--- config.mk ---
export PLATFORM = sky130hd
export DESIGN_NAME = lsb_stego_bmp_extractor_unit
export DESIGN_NICKNAME = d
export VERILOG_FILES = /design/src/hw/rtl/lsbx_pkg.sv /design/src/hw/rtl/lsbx_parse.sv /design/src/hw/rtl/lsb_stego_bmp_extractor_unit.sv
export SDC_FILE = /design/constraint.sdc
export NUM_CORES = 1
export LEC_CHECK = 0
export BUFFER_PORTS_ARGS = -buffer_cell sky130_fd_sc_hd__buf_2
export CAP_MARGIN = 5
export CORE_MARGIN = 8
export CORE_UTILIZATION = 45
export CTS_CLUSTER_SIZE = 8
export DETAILED_ROUTE_END_ITERATION = 8
export PLACE_DENSITY = 0.69
export SLEW_MARGIN = 10
export SYNTH_ARGS = -nofsm -noshare
export SYNTH_HDL_FRONTEND = slang
export SYNTH_HIERARCHICAL = 1
export SYNTH_SLANG_ARGS = --single-unit
--- constraint.sdc ---
create_clock -name aclk -period 6.1 [get_ports aclk]
set_clock_uncertainty 0.1 [all_clocks]
set_input_delay 1.22 -clock aclk [delete_from_list [all_inputs] [get_ports aclk]]
set_output_delay 1.22 -clock aclk [all_outputs]
set_load 0.005 [all_outputs]
--- src/hw/rtl/lsbx_pkg.sv ---
package lsbx_pkg;

    localparam int TAG_BYTES = 5;
    localparam int TagBits = TAG_BYTES * 8;
    localparam int TagRegW = 40;
    localparam int CntW = 6;
    localparam int PosW = 32;
    localparam int LenW = 32;
    localparam int ByteW = 8;

    localparam logic [PosW-1:0] OffsetLo = PosW'(10);
    localparam logic [PosW-1:0] OffsetHi = PosW'(13);
    localparam logic [PosW-1:0] MinPixelOffset = PosW'(14);
    localparam logic [CntW-1:0] TagLastBit = CntW'(TagBits - 1);
    localparam logic [CntW-1:0] LenLastBit = CntW'(LenW - 1);
    localparam logic [CntW-1:0] ByteLastBit = CntW'(ByteW - 1);

    typedef enum logic [0:0] {
        REG_TAG_VALUE  = 1'b0,
        REG_CHECK_ONLY = 1'b1
    } reg_index_t;

    typedef enum logic [2:0] {
        PH_HEADER = 3'd0,
        PH_SKIP   = 3'd1,
        PH_TAG    = 3'd2,
        PH_LENGTH = 3'd3,
        PH_TEXT   = 3'd4,
        PH_DONE   = 3'd5
    } phase_t;

    typedef enum logic [1:0] {
        ST_PAYLOAD    = 2'd0,
        ST_NO_TAG     = 2'd1,
        ST_TAG_FOUND  = 2'd2,
        ST_EMPTY_TEXT = 2'd3
    } status_t;

    typedef struct packed {
        logic [TagRegW-1:0] tag_value;
        logic               check_only;
    } cfg_t;

    typedef struct packed {
        logic             last;
        status_t          status;
        logic [ByteW-1:0] text_byte;
    } result_t;

endpackage

--- src/hw/rtl/lsbx_parse.sv ---
module lsbx_parse (
    input  logic                     aclk,
    input  logic                     aresetn,
    input  logic                     item_valid,
    input  logic [7:0]               image_byte,
    input  logic                     first,
    input  lsbx_pkg::cfg_t           cfg,
    output logic                     res_valid,
    output lsbx_pkg::result_t        res
);
    import lsbx_pkg::*;

    logic [PosW-1:0]    pos_reg, pos_next, pos_cur;
    logic [PosW-1:0]    off_reg, off_next, off_cur, off_hdr;
    phase_t             phase_reg, phase_next, phase_cur;
    logic [CntW-1:0]    bc_reg, bc_next, bc_cur, tag_bc;
    logic [TagBits-1:0] tag_reg, tag_next, tag_cur, tag_src, tag_word, tag_expect;
    logic [LenW-1:0]    len_reg, len_next, len_cur, len_word;
    logic [ByteW-1:0]   byte_reg, byte_next, byte_cur, byte_word;
    logic [LenW-1:0]    left_reg, left_next, left_cur, left_dec;
    logic [1:0]         lane;
    logic               hid_bit;
    logic               tag_step;

    always_ff @(posedge aclk) begin
        if (!aresetn) begin
            pos_reg   <= '0;
            off_reg   <= '0;
            phase_reg <= PH_HEADER;
            bc_reg    <= '0;
            tag_reg   <= '0;
            len_reg   <= '0;
            byte_reg  <= '0;
            left_reg  <= '0;
        end else if (item_valid) begin
            pos_reg   <= pos_next;
            off_reg   <= off_next;
            phase_reg <= phase_next;
            bc_reg    <= bc_next;
            tag_reg   <= tag_next;
            len_reg   <= len_next;
            byte_reg  <= byte_next;
            left_reg  <= left_next;
        end
    end

    always_comb begin
        pos_cur   = first ? '0 : pos_reg;
        off_cur   = first ? '0 : off_reg;
        phase_cur = first ? PH_HEADER : phase_reg;
        bc_cur    = first ? '0 : bc_reg;
        tag_cur   = first ? '0 : tag_reg;
        len_cur   = first ? '0 : len_reg;
        byte_cur  = first ? '0 : byte_reg;
        left_cur  = first ? '0 : left_reg;

        hid_bit    = image_byte[0];
        tag_step   = (phase_cur == PH_TAG) ||
                     ((phase_cur == PH_SKIP) && (pos_cur >= off_cur));
        tag_bc     = (phase_cur == PH_SKIP) ? '0 : bc_cur;
        tag_src    = (phase_cur == PH_SKIP) ? '0 : tag_cur;
        tag_word   = {hid_bit, tag_src[TagBits-1:1]};
        tag_expect = TagBits'(cfg.tag_value);
        len_word   = {hid_bit, len_cur[LenW-1:1]};
        byte_word  = {hid_bit, byte_cur[ByteW-1:1]};
        left_dec   = left_cur - LenW'(1);
        lane       = pos_cur[1:0] - 2'd2;
        off_hdr    = off_cur;
        off_hdr[8*lane +: 8] = image_byte;

        pos_next   = (pos_cur == '1) ? pos_cur : pos_cur + PosW'(1);
        off_next   = off_cur;
        phase_next = phase_cur;
        bc_next    = bc_cur;
        tag_next   = tag_cur;
        len_next   = len_cur;
        byte_next  = byte_cur;
        left_next  = left_cur;
        res_valid  = 1'b0;
        res        = '{last: 1'b0, status: ST_PAYLOAD, text_byte: '0};

        unique case (phase_cur)
            PH_HEADER: begin
                if (pos_cur >= OffsetLo && pos_cur <= OffsetHi) begin
                    off_next = off_hdr;
                end
                if (pos_cur == OffsetHi) begin
                    off_next   = (off_hdr < MinPixelOffset) ? MinPixelOffset : off_hdr;
                    phase_next = PH_SKIP;
                end
            end
            PH_SKIP, PH_TAG: begin
                if (tag_step) begin
                    if (tag_bc != TagLastBit) begin
                        bc_next    = tag_bc + CntW'(1);
                        tag_next   = tag_word;
                        phase_next = PH_TAG;
                    end else begin
                        bc_next  = '0;
                        tag_next = tag_word;
                        if (tag_word != tag_expect) begin
                            phase_next = PH_DONE;
                            res_valid  = 1'b1;
                            res        = '{last: 1'b1, status: ST_NO_TAG, text_byte: '0};
                        end else if (cfg.check_only) begin
                            phase_next = PH_DONE;
                            res_valid  = 1'b1;
                            res        = '{last: 1'b1, status: ST_TAG_FOUND, text_byte: '0};
                        end else begin
                            phase_next = PH_LENGTH;
                            len_next   = '0;
                        end
                    end
                end
            end
            PH_LENGTH: begin
                if (bc_cur != LenLastBit) begin
                    bc_next  = bc_cur + CntW'(1);
                    len_next = len_word;
                end else begin
                    bc_next   = '0;
                    len_next  = len_word;
                    left_next = len_word;
                    if (len_word == '0) begin
                        phase_next = PH_DONE;
                        res_valid  = 1'b1;
                        res        = '{last: 1'b1, status: ST_EMPTY_TEXT, text_byte: '0};
                    end else begin
                        phase_next = PH_TEXT;
                        byte_next  = '0;
                    end
                end
            end
            PH_TEXT: begin
                if (bc_cur != ByteLastBit) begin
                    bc_next   = bc_cur + CntW'(1);
                    byte_next = byte_word;
                end else begin
                    bc_next   = '0;
                    left_next = left_dec;
                    byte_next = '0;
                    res_valid = 1'b1;
                    res       = '{last: (left_dec == '0), status: ST_PAYLOAD,
                                  text_byte: byte_word};
                    if (left_dec == '0) begin
                        phase_next = PH_DONE;
                    end
                end
            end
            default: begin
            end
        endcase
    end

endmodule

--- src/hw/rtl/lsb_stego_bmp_extractor_unit.sv ---
// Recovers text hidden in the least significant bits of a bitmap file that
// arrives one byte per item, with s_tuser marking byte zero of each file. The
// unit accepts one item every clock cycle while s_tready is high; the result
// is registered in the output register, or in the skid register while the
// output stalls. An item ends in at most one result, and that result is the
// last one for the file unless it is a payload byte with more to follow. The
// header, tag, length and text parser feeds a two-entry output buffer that lets
// input keep flowing while m_tready is low until a second result is waiting.
// The user must write configuration through the plain write port only while no
// file is in flight; the block itself does not enforce this.
module lsb_stego_bmp_extractor_unit (
    input  logic                       aclk,
    input  logic                       aresetn,
    input  logic                       s_tvalid,
    output logic                       s_tready,
    input  logic [7:0]                 s_tdata,   // image_byte[7:0]
    input  logic [0:0]                 s_tuser,   // first[0]
    output logic                       m_tvalid,
    input  logic                       m_tready,
    output logic [15:0]                m_tdata,   // text_byte[7:0], status[9:8], zero[15:10]
    output logic                       m_tlast,
    input  logic                       cfg_wr_en,
    input  logic [0:0]                 cfg_index,
    input  logic [lsbx_pkg::TagRegW-1:0] cfg_wdata
);
    import lsbx_pkg::*;

    cfg_t    cfg_reg;
    logic    accept;
    logic    res_valid;
    result_t res;
    logic    out_valid_reg, skid_valid_reg;
    result_t out_reg, skid_reg;
    logic    pop;

    always_ff @(posedge aclk) begin
        if (!aresetn) begin
            cfg_reg <= '0;
        end else if (cfg_wr_en) begin
            unique case (reg_index_t'(cfg_index))
                REG_TAG_VALUE:  cfg_reg.tag_value  <= cfg_wdata;
                REG_CHECK_ONLY: cfg_reg.check_only <= cfg_wdata[0];
                default: begin
                end
            endcase
        end
    end

    assign s_tready = !skid_valid_reg;
    assign accept   = s_tvalid && s_tready;
    assign pop      = out_valid_reg && m_tready;

    lsbx_parse u_parse (
        .aclk       (aclk),
        .aresetn    (aresetn),
        .item_valid (accept),
        .image_byte (s_tdata),
        .first      (s_tuser[0]),
        .cfg        (cfg_reg),
        .res_valid  (res_valid),
        .res        (res)
    );

    always_ff @(posedge aclk) begin
        if (!aresetn) begin
            out_valid_reg  <= 1'b0;
            skid_valid_reg <= 1'b0;
        end else if (skid_valid_reg) begin
            if (pop) begin
                out_reg        <= skid_reg;
                skid_valid_reg <= 1'b0;
            end
        end else if (!out_valid_reg || pop) begin
            out_valid_reg <= accept && res_valid;
            out_reg       <= res;
        end else if (accept && res_valid) begin
            skid_reg       <= res;
            skid_valid_reg <= 1'b1;
        end
    end

    assign m_tvalid = out_valid_reg;
    assign m_tdata  = {6'b0, out_reg.status, out_reg.text_byte};
    assign m_tlast  = out_reg.last;

endmodule

==> metrics.yaml, run 1 <==
rsz0062_at_grt: "no"
final_max_slew_viol_count: 0
min_path_cells: 2
start_util_pct: 45.3
ys_types: 92
final_common_cell: "nand2_1"
ant_nets: 0
cp_num_cells: 13
postSynthCellCount: 1688
critPathTopFamily: "buffers and inverters"
cp_max_fo: 50
max-slew-margin-rel_pct: 25.0
worst_pin_slew_ns: 1.12
dp_cells: 2073
grt_use_total_pct: 21.5
timing.rr.start: "u_parse/phase_reg[0]"
gr-total-overflow: 0
drive_above_1_share_pct: 10.4
cpPeakStageDelay_ns: 0.53
dieArea_sq_mm: 0.0373
hp-class: "flop to flop"
cts_root_buffer: "clkbuf_16"
power-per-cell-area_mw_per_mm2: 247
pin_count: 74
io_buffers: 67
cts_tree: "built"
path_buf_inv: 4
vias_per_cell: 6.25
wirelength_mm: 42.2
post_cts_buffers: 0
htree_num_levels: 2
final_cells: 2124
final_cell_mix: "280 x nand2_1, 225 x dfxtp_1, 84 x nor2b_1"
synth.yosys.seq_area_share_pct: 36.5
synth_ff_type: "dfxtp_1"
rows: 65
rr_worst_depth: 9
pwr-share-seq_pct: 43.4
timing_worst_setup_path_type: "input pin to flop"
timing.setup.tns_ns: 0
crit_chain: "buf_4 > inv_2 > buf_4 > nand2_1 > ha_1 > or4_1 > a21oi_1 > nor4_1 > o311a_1 > o21a_1 > o21ai_2 > buf_4 > a22o_1"
required_ns: 6.45
clock_path_buffers: 3
synthArstFlopShare_pct: 0
fmax_ghz: 0.218
grt_pass1_vias: 12500
area_growth_pct: 11.5
whs_endpoint: "cfg_reg[32]"
crit_top_cell: "buf_4"
arrival_ns: 4.95
cts.sinks: 247
power_frac_clock_pct: 48.0
dpl.hpwl_mm: 29.5
drtIter0Drc: 1598
slowest_stage: "buf_4"
p_leak_nw: 5.89
setup_viol: 0
route.vias.total: 13300
route.detailed.drc: 0
ys_seq_elements: 247
grt_first_pass_wirelength_mm: 68.0
wl_per_cell_um: 19.9
die_y_um: 193
core_area_sq_mm: 0.0312
largest_reg_flops: 41
status: "complete, no violations"
critPathLaunchType: "input pin"
antenna_found_initial: 0
first_pass_iters: 5
p_comb_share_pct: 8.6
yosysWarnings: 6
endpoint_kind: "flop"
p_int_mw: 2.89
finalWeightedCongestion: 0.932
period_share_pct: 75.3
grt_max_degree: 97
antennaDiodeCount: 0
netSwitchingPower_mw: 1.00
cts.repair.resized: 0
r2r_setup_slack_ns: 2.30
finalHoldViolations: 0
syn_area_sq_mm: 0.0141
final.min_clock_period_ns: 4.59
path_clk_slew_ns: 0.05
cts_inserted_buffers: 37
sw_frac_of_total_pct: 25.8
nets: 1808
maxCapViolations: 0
irDropWorstVdd_mv: 0.202
clk_latency_ns: 0.53
r2r-end: "skid_reg[6]"
fp.dieW_um: 193
avgSynthCellArea_sq_um: 8.38
synth_edf_count: 22
min_from: "cfg_reg[32]"
cts.hold.buffers_added: 0
## power groups by stage
stage / Sequential [mW] / Clock, mW / Combinational [mW]
after floorplan: 1.71 / 0 / 0.238
after global routing: 1.70 / 1.98 / 0.363
after global placement: 1.72 / 0 / 0.322
after CTS: 1.69 / 1.91 / 0.327
final: 1.69 / 1.87 / 0.334
after detailed placement: 1.72 / 0 / 0.325
## Yosys cell counts, types with 22 or more instances
cell type,number,area (sq um)
a21oi_1,53,265
a22oi_1,26,195
clkbuf_1,67,251
o21ai_0,60,300
nand2b_1,35,219
nor4_1,42,263
a32o_1,25,250
nand2_1,280,1050
nand4_1,32,200
a22o_1,60,526
a21boi_1,40,300
edfxtp_1,22,661
nor2b_1,85,532
dfxtp_1,225,4500
inv_1,34,128
and2_1,44,275
o21ai_1,34,170
ha_1,43,538
nor2_1,53,199
buf_2,31,155
nor3_1,24,120
nand3_1,40,200
## area by class of cell
| cell class | instances | area, sq um |
|---|---|---|
| Inverter | 36 | 135 |
| Tap cell | 402 | 503 |
| Sequential cell | 247 | 5160 |
| Multi-Input combinational cell | 1299 | 8400 |
| Timing Repair Buffer | 89 | 505 |
| Fill cell | 2961 | 15500 |
| Clock buffer | 46 | 970 |
| Clock inverter | 5 | 76.3 |
## worst register-to-register path, stage by stage, from the launching register on
cell	delay, ns
dfxtp_1	0.65
nor3b_1	0.62
nor2_1	0.28
o211a_1	0.34
or4b_1	0.55
o211ai_1	0.38
nand3_1	0.20
nand3_1	0.18
nor3_1	0.06
buf_4	0.19
## logic make-up (layout without fill, tap and decap cells)
family	count (synthesis)	count (layout)	share of synthesized area [%]
compound gates	459	459	23.9
xor+xnor	35	35	2.17
fa+ha+maj	43	43	3.81
buf+inv	147	176	4.39
flops	247	247	36.5
mux	17	17	1.30
other cells	1	6	0.0265
simple gates	739	739	27.8
## worst max path at each step
stage	startpoint	to	slack [ns]
after floorplan	s_tuser	u_parse/tag_reg[13]	0.74
after global placement	s_tuser	u_parse/tag_reg[14]	1.16
after detailed placement	s_tuser	u_parse/tag_reg[19]	1.08
after CTS	s_tuser	u_parse/tag_reg[22]	1.60
after global routing	s_tuser	u_parse/tag_reg[22]	1.27
final	s_tuser	u_parse/tag_reg[22]	1.51
## metal layers
layer	global-route usage, %	part of all wire (%)	vias to the layer above
li1	-	-	6256
met1	30.0	45	6312
met2	33.1	44	618
met3	3.58	8.0	87
met4	7.64	2.7	0
met5	0	0	-
## stage by stage
stage	cell area [sq um]	total power [mW]	util, %	setup WS, ns	hold WS [ns]
after floorplan	14200	1.95	-	0.740	0.334
after global placement	14700	2.05	47.1	1.16	0.346
after detailed placement	14700	2.05	47.1	1.08	0.354
after CTS	15800	3.93	50.5	1.60	0.360
after global routing	15800	4.04	50.5	1.27	0.398
final	15800	3.90	50.5	1.51	0.359
No activity file was read; power rests on OpenSTA's default activity.
==> run 2: changes to the inputs <==
- clock period: 6.1 -> 4.4 ns (I/O delays scaled with it)
==> run 2 against run 1 <==
Net effect: global-route usage increased by 0.12 points; largest power group unchanged; critical endpoint is now u_parse/off_reg[29]; combinational power rose by 44%; register-to-register slack worse by 1.6 ns; power up 38%; hold slack worse by 0.0025 ns; critical path depth down 1; clock power up 37%; final area increased by 1.4%; first-iteration DRC count fell by 23%; cell count up 0.99%; sequential cell count did not move.
==> metrics.yaml, run 2 (synthesized netlist as in run 1, its figures left out) <==
dieArea_sq_mm: 0.0373  # unchanged
drtIter0Drc: 1234  # -23%
cts_inserted_buffers: 37  # unchanged
final.min_clock_period_ns: 3.82
endpoint_kind: "flop"
start_util_pct: 45.3  # unchanged
min_path_cells: 2  # unchanged
nets: 1831  # +1.3%
hp-class: "flop to flop"
post-place-ws_ns: 0.131  # -0.944 ns
maxCapViolations: 0  # unchanged
rr_worst_depth: 9  # unchanged
arrival_ns: 4.19  # -0.76 ns
wl_per_cell_um: 19.7  # -1.1%
fp.dieW_um: 193  # unchanged
route.detailed.drc: 0  # unchanged
power_mw: 5.39  # +38%
path_clk_slew_ns: 0.05  # about the same
vias_per_cell: 6.20  # -0.81%
setup_viol: 0  # unchanged
rsz0062_at_grt: "no"
timing_worst_setup_path_type: "input pin to flop"
area_growth_pct: 13.0
cts.repair.resized: 0  # unchanged
route.vias.total: 13300  # +0.17%
startpoint: "s_tuser"
setup_slack_ns: 0.578  # -0.929 ns
power-per-cell-area_mw_per_mm2: 337  # +36%
die_y_um: 193  # unchanged
clk_latency_ns: 0.53  # about the same
grt_pass1_vias: 12800  # +2.1%
final_max_slew_viol_count: 0  # unchanged
timing.rr.start: "u_parse/phase_reg[2]"
timing.setup.tns_ns: 0  # unchanged
htree_num_levels: 2  # unchanged
nFillCells: 2969  # +0.27%
wirelength_mm: 42.2  # about the same
dpl.hpwl_mm: 29.9  # +1.4%
first_pass_iters: 5  # unchanged
cts.hold.buffers_added: 0  # unchanged
io_buffers: 67  # unchanged
finalWeightedCongestion: 0.943  # +1.2%
cts.sinks: 247  # unchanged
rows: 65  # unchanged
final_common_cell: "nand2_1"
cts_tree: "built"
grt_use_total_pct: 21.6  # +0.12 points
status: "complete, no violations"
grt_max_degree: 70  # -28%
period_share_pct: 86.9
core_area_sq_mm: 0.0312  # unchanged
max-slew-margin-rel_pct: 32.8  # +7.8 points
critPathLaunchType: "input pin"
fmax_ghz: 0.262
worst_pin_slew_ns: 1.01  # -0.116 ns
antennaDiodeCount: 0  # unchanged
placed_area_sq_mm: 0.0149  # +1.6%
gr-total-overflow: 0  # unchanged
clock_path_buffers: 3  # unchanged
pin_count: 74  # unchanged
post_cts_buffers: 0  # unchanged
final_cell_mix: "280 x nand2_1, 225 x dfxtp_1, 84 x nor2b_1"
ant_nets: 0  # unchanged
required_ns: 4.76  # -1.69 ns
irDropWorstVdd_mv: 0.277  # +37%
grt_first_pass_wirelength_mm: 68.7  # +0.99%
cts_root_buffer: "clkbuf_16"
antenna_found_initial: 0  # unchanged
design_area_sq_mm: 0.0160  # +1.4%
largest_reg_flops: 41  # unchanged
min_from: "cfg_reg[32]"
drive_above_1_share_pct: 11.7  # +1.3 points
finalHoldViolations: 0  # unchanged
p_leak_nw: 6.02  # +2.1%
cp_max_fo: 46  # -8.0%
==> run 2: worst paths after layout <==
| check | to | slack [ns] |
|---|---|---|
| worst min register to register | cfg_reg[32] | 0.36 |
| worst min-delay path | cfg_reg[32] | 0.36 |
| worst max-delay path | u_parse/off_reg[29] | 0.58 |
| worst max register to register | skid_reg[9] | 0.69 |
==> run 2: layout make-up <==
class                           instances  area (sq um)  share of cell area (%)
Sequential cell                       247          5160                    32.3
Multi-Input combinational cell       1299          8420                    52.7
Clock buffer                           45           966                    6.04
Inverter                               36           135                   0.845
Clock inverter                          4          75.1                   0.470
Tap cell                              402           503                    3.15
Timing Repair Buffer                  112           716                    4.48
==> run 2: power by group <==
group | internal (mW) | switching (mW)
Combinational | 0.175 | 0.307
Clock | 1.54 | 1.02
Sequential | 2.31 | 0.0435
==> run 2: worst max-delay path, stage by stage <==
cell and delay (ns):
buf_4 0.14, inv_2 0.08, buf_12 0.24, nand2_1 0.18
inv_1 0.22, ha_1 0.29, buf_4 0.17, and4_1 0.43
a22oi_1 0.18, o2111a_1 0.46, nor4b_2 0.67, a32o_1 0.23
==> run 2: metal layers <==
metal  global-route usage [%]  share of wire, %
met2                     34.8                45
met1                     29.1                45
met4                     7.50               2.9
met5                        0                 0
met3                     3.49               7.0
==> run 2: per-stage QoR <==
stage                     utilization (%)  cells  hold slack [ns]
final                                51.2   2145            0.356
after global routing                 51.2   2145            0.384
after CTS                            51.2   2145            0.361
after detailed placement             47.8   2096            0.353
after global placement               47.8   2096            0.345
after floorplan                         -   1693            0.334
